### config.mk
export PLATFORM = sky130hd
export DESIGN_NAME = pad_div_pipe
export DESIGN_NICKNAME = d
export VERILOG_FILES = /design/src/hw/rtl/pad_div_pipe.sv
export SDC_FILE = /design/constraint.sdc
export NUM_CORES = 2
export LEC_CHECK = 0
export BUFFER_PORTS_ARGS = -buffer_cell sky130_fd_sc_hd__buf_2
export CAP_MARGIN = 20
export CORE_UTILIZATION = 58
export DETAILED_ROUTE_END_ITERATION = 6
export PLACE_DENSITY_LB_ADDON = 0.08
export REMOVE_ABC_BUFFERS = 1
export SYNTH_ARGS = -nofsm -noshare
export SYNTH_HDL_FRONTEND = slang
export SYNTH_SLANG_ARGS = --single-unit
### constraint.sdc
create_clock -name clk_i -period 3.4 [get_ports clk_i]
set_input_delay 0.34 -clock clk_i [delete_from_list [all_inputs] [get_ports clk_i]]
set_output_delay 0.34 -clock clk_i [all_outputs]
set_load 0.1 [all_outputs]
### src/hw/rtl/pad_div_pipe.sv
// ----------------------------------------------------------------------------
// pad_div_pipe
// Pipelined restoring divider, one quotient bit per stage. The high part of
// the numerator above Q_W bits must lie below the divisor.
// ----------------------------------------------------------------------------
module pad_div_pipe #(
  parameter int NUM_W = 48,
  parameter int DEN_W = 32,
  parameter int Q_W   = 21
) (
  input  logic             clk_i,
  input  logic             en_i,
  input  logic [NUM_W-1:0] num_i,
  input  logic [DEN_W-1:0] den_i,
  output logic [Q_W-1:0]   quo_o
);

  localparam int REM_W = DEN_W + 1;

  logic [REM_W-1:0] rem_q [Q_W];
  logic [Q_W-1:0]   lo_q  [Q_W];
  logic [Q_W-1:0]   quo_q [Q_W];
  logic [DEN_W-1:0] den_q [Q_W];

  for (genvar k = 0; k < Q_W; k++) begin : g_stage
    logic [REM_W-1:0] rem_in;
    logic [REM_W-1:0] rem_sh;
    logic [Q_W-1:0]   lo_in;
    logic [Q_W-1:0]   quo_in;
    logic [DEN_W-1:0] den_in;

    if (k == 0) begin : g_first
      assign rem_in = REM_W'(num_i[NUM_W-1:Q_W]);
      assign lo_in  = num_i[Q_W-1:0];
      assign quo_in = '0;
      assign den_in = den_i;
    end else begin : g_next
      assign rem_in = rem_q[k-1];
      assign lo_in  = lo_q[k-1];
      assign quo_in = quo_q[k-1];
      assign den_in = den_q[k-1];
    end

    assign rem_sh = {rem_in[REM_W-2:0], lo_in[Q_W-1]};

    always_ff @(posedge clk_i) begin
      if (en_i) begin
        if (rem_sh >= {1'b0, den_in}) begin
          rem_q[k] <= rem_sh - {1'b0, den_in};
          quo_q[k] <= {quo_in[Q_W-2:0], 1'b1};
        end else begin
          rem_q[k] <= rem_sh;
          quo_q[k] <= {quo_in[Q_W-2:0], 1'b0};
        end
        lo_q[k]  <= {lo_in[Q_W-2:0], 1'b0};
        den_q[k] <= den_in;
      end
    end
  end

  assign quo_o = quo_q[Q_W-1];

endmodule

# --- After elaboration in Yosys (flattened, before gate mapping) ---
# Memories as Yosys holds them, arrays and structs flattened.
# Cells that the tools add are included.
word_totals:
  regBits: 0
  mem_bits_rw: 2226
  input_bits: 82
  output_inout_bits: 21
  wordCells: 258
  n_memories: 4
op_classes:
  n_addsub: 21
  n_lt_le_gt_ge: 21
  n_mux: 170
  bitwise: 42
memory_table:
  columns: ["memory", "words", "width", "read_ports", "rd_ports_with_merged_regs", "wr", "line", "rtl"]
  rows:
  - ["rem_q", 21, 33, 20, 0, 21, "20", "logic [REM_W-1:0] rem_q [Q_W];"]
  - ["den_q", 21, 32, 20, 0, 21, "23", "logic [DEN_W-1:0] den_q [Q_W];"]
  - ["quo_q", 21, 21, 21, 0, 21, "22", "logic [Q_W-1:0] quo_q [Q_W];"]
  - ["lo_q", 21, 20, 20, 0, 21, "21", "logic [Q_W-1:0] lo_q [Q_W];"]
op_table:
  columns: ["op", "count"]
  rows:
  - ["33-bit two-way mux", 21]
  - ["33-bit by 32-bit >= comparator with 1-bit output", 20]
  - ["33-bit by 32-bit subtractor with 33-bit output", 20]
  - ["21-bit two-way mux", 21]
  - ["1-bit two-way mux", 128]
  - ["1-bit bitwise OR", 42]
  - ["28-bit by 32-bit subtractor with 33-bit output", 1]
  - ["28-bit by 32-bit >= comparator with 1-bit output", 1]

# --- Depth between registers and ports, before layout ---
# An unclocked memory read counts as a cell.
logic_depth:
  depth_word: 6
  ltp_mapped: 15
  depth_no_buf: 13

# --- Least setup slack after synthesis ---
# No wires, ideal clock.
synth_path:
  path_kind: "register -> register"
  start: "mem den_q[1][1], in the netlist den_q[0][33]"
  end: "mem rem_q[0][92] (netlist name) (data pin)"
  setup_ns: 0.260
  arrival_ns: 3.029
  required_ns: 3.140
  slack_ns: 0.111
  path_stages_with_launch: 14
  path_buffers: 1
  period_less_slack_ns: 3.289
  path_cell_list: "edfxtp_1 -> inv_1 -> ha_1 -> nor2b_1 -> o211ai_1 -> nand3_1 -> a211oi_2 -> a211o_1 -> a21oi_1 -> a21oi_1 -> a21oi_1 -> a211oi_2 -> buf_4 -> mux2_2"
synth_lines:
  columns: ["item", "line"]
  rows:
  - ["start: declaration", "23"]
  - ["end: declaration", "20"]

==> impl_results.md <==
* Pwr dens at roughly 930 mW/mm2
* Worst R2R End: rem_q[4][97]
* Leakage at 49.1 nW
* Total track usage at 0.290
* VDD IR max at ~0.00058 V
* Synthesized cell area at about 0.095 mm2
* Worst Setup Path Type: reg2reg
* Least-Margin Pin Slew at 1.02 ns
* Flop2flop setup slack at -0.23 ns
* Final ANT Viol Nets at 0
* Setup_tns at -11.15 ns
* Row count at 148
* PortBufs at between 100 and 150
* Failing checks: setup timing
* Clk Latency, worst-skew pair at approximately 0.85 ns
* Crit share post-route at 1.07
* Multi-input logic area at 0.0430 mm2
* Fmax at between 200 and 300 MHz
* Seq/Total Area, Yosys at 0.542
* Via count at around 69000
* R2R cell count at 15
* Slew HR at 0.322
* Die Ht at roughly 400 um
* Vias per cell at ~5.9
* CTS Sinks at 1721
* Power, Total at 109 mW
* Commonest non-fill, non-tap cell in the layout: edfxtp_1
* Post-synth ARST share at 0
* Final worst slack at -0.226 ns
* CTS clock-pin slew for the worst setup and hold paths at around 0.07 ns
* Area share of the leading cell type in the synthesized netlist at 0.542
* CP startpoint: rem_q[4][43]
* WHS Path Cells at 2
* Min cycle time layout at approximately 3.6 ns
* Most frequent cells in the layout: edfxtp_1, buf_4, inv_1
* Max Clock Skew at around 0.036 ns
* Share of total power in combinational logic at 0.505
* Net Sw Frac at 0.367
* Gr ovfl total at 0
* Largest net degree at the start of global routing at 185
* Avg Inst Size Synth at about 12 um2
* First-pass GRT wire length at roughly 380 mm
* Final Util at 0.720
* RD Place Congestion at between 0.9 and 1
* Routed WL at ~250 mm
* Final Hold Vio Count at 0
* CP max FO at 4
* ANT cells at 0
* Seq pwr share at 0.313
* Post-DP HPWL at approximately 180 mm
* Critical path endpoint category: flip-flop
* Reg area at approximately 0.052 mm2
* Worst min path class: in2reg
* Main synth FF type: edfxtp_1
* #FFs+latches synth at about 1700
* Dominant cells by area after synthesis: edfxtp_1, ha_1, mux2_2, a21oi_1, inv_1
* Max Cap Viol at 0
* Vias in the first global route at between 60000 and 70000
* WP data arrival at 4.22 ns
* Max Slew Vio Count at 0
* Net Switching at 39.9 mW
* I/O pin count at between 100 and 150
* Synth unique cells at 96
* Syn. warnings at 0
* Net count, final at slightly above 10000
* Maximum buffer depth of the clock tree at 3
* CTS tree: yes
* Pre-CTS setup slack at -0.522 ns
* TritonCTS Buffers at 183
* Layout cells sized above 1 at 0.247
* Status: finished, violations left
* # fillers at about 11000
* Cells after synthesis at roughly 8100
* H-Tree Level Count at 4
* Final setup fails at between 100 and 150
* RSZ-0062 raised after global routing: true
* CTS root buf: clkbuf_16
* TritonRoute pass-1 iters at 6
* Die width at ~400 um
* Post-synth EDFFs at 1720
* CP startpoint kind: flip-flop
* Area grow syn2layout at 23.1%
* Routed wire per std cell at ~22 um
* Worst Path Required at ~4.0 ns
* Initial antenna violation count at 6
* Initial Utilization at 0.585
* Initial DRC count at 5709
* Clk pwr share at 0.182
* Full die area at 0.166 mm2
* Residual DRC count at 0
* Total core area at 0.163 mm2
* Design internal power at roughly 69 mW
* Worst Hold Slack at 0.193 ns
* Reg2reg start: rem_q[4][43]
* Area leader, netlist: edfxtp_1
* CP endpoint: rem_q[4][97]
[synthesized netlist by cell type, types with 34 or more instances]
master,count
a211oi_1,57
nor2_1,459
inv_1,834
o21a_1,106
ha_1,668
o21bai_1,79
xnor2_1,340
o21ai_0,381
nand3_1,121
a21o_1,345
nor2b_1,74
edfxtp_1,1720
a31oi_1,76
clkbuf_1,183
a21oi_1,676
and3_1,49
nand2_1,461
o31a_1,34
nand2b_1,66
mux2_2,372
nor3_1,74
nand4_1,128
xor2_1,201
buf_2,48
o31ai_1,47
[state kept, by name, summed over array words and instances, names as in the netlist]
register and flops:
den_q 640, lo_q 210, quo_q 231, rem_q 640
[power groups by stage]
stage	clock network [mW]	logic [mW]	registers [mW]
6_report	19.8	54.9	34.0
3_5_place_dp	0	46.9	34.2
4_1_cts	20.1	50.3	33.9
3_3_place_gp	0	46.1	34.1
5_1_grt	20.9	59.3	34.4
2_1_floorplan	0	32.4	32.5
[kinds of logic (layout without fill, tap and decap cells)]
logic type	count (synthesis)	in the layout	synth area share
muxes	447	447	0.0534
xor gates and xnor gates	541	541	0.0497
AOI/OAI and AO/OA	2064	2064	0.139
adders and majority gates	688	688	0.0918
buffers and inverters	1077	2453	0.0435
and+or+nand+nor	1611	1611	0.0807
DFF	1721	1721	0.542
[critical path, stage by stage, from the launching register on]
cell	delay, ns
edfxtp_1	0.46
ha_4	0.31
nand4_1	0.17
nor3_2	0.29
o31ai_4	0.12
buf_6	0.14
a31oi_4	0.24
a41oi_4	0.18
buf_4	0.18
buf_4	0.12
buf_4	0.14
or3_1	0.38
nand3_1	0.14
a21oi_1	0.09
xnor2_1	0.13
mux2_4	0.27
[final cells by class]
class,instances,area share
Tap cell,2175,0.0232
Multi-Input combinational cell,5351,0.367
Clock inverter,116,0.0107
Timing Repair Buffer,1281,0.0921
Clock buffer,222,0.0403
Sequential cell,1721,0.440
Inverter,834,0.0267
[layer usage]
metal  part of all wire  global-route usage  vias to the layer above
met4              0.057               0.141                        2
met1               0.39               0.345                    33400
met2               0.51               0.519                     2168
met3              0.048              0.0357                      657
li1                   -                   -                    32500
met5           0.000052                   0                        -
[repair_timing]
item | 4_1_cts | 5_1_grt
setup buffers | 95 | 158
hold endpoints to repair | 94 | 0
gates cloned | 15 | 19
resized for setup | 330 | 502
pin swaps | 119 | 247
hold buffers | 81 | 0
setup endpoints to repair | 503 | 603
[per-stage QoR]
| step | area, um2 | cells |
|---|---|---|
| 2_1_floorplan | 94300 | 7906 |
| 3_3_place_gp | 104000 | 11000 |
| 3_5_place_dp | 104000 | 11000 |
| 4_1_cts | 114000 | 11500 |
| 5_1_grt | 117000 | 11700 |
| 6_report | 117000 | 11700 |
[worst min path at each step]
stage / endpoint / slack, ns / startpoint
2_1_floorplan: lo_q[0][21] / 0.40 / lo_q[0][0]
3_3_place_gp: lo_q[0][63] / 0.40 / lo_q[0][42]
3_5_place_dp: lo_q[0][64] / 0.40 / lo_q[0][43]
4_1_cts: lo_q[0][9] / 0.13 / num_i[9]
5_1_grt: lo_q[0][10] / 0.16 / num_i[10]
6_report: lo_q[0][18] / 0.19 / num_i[18]
Note: power is estimated with default switching activity, not from simulation.
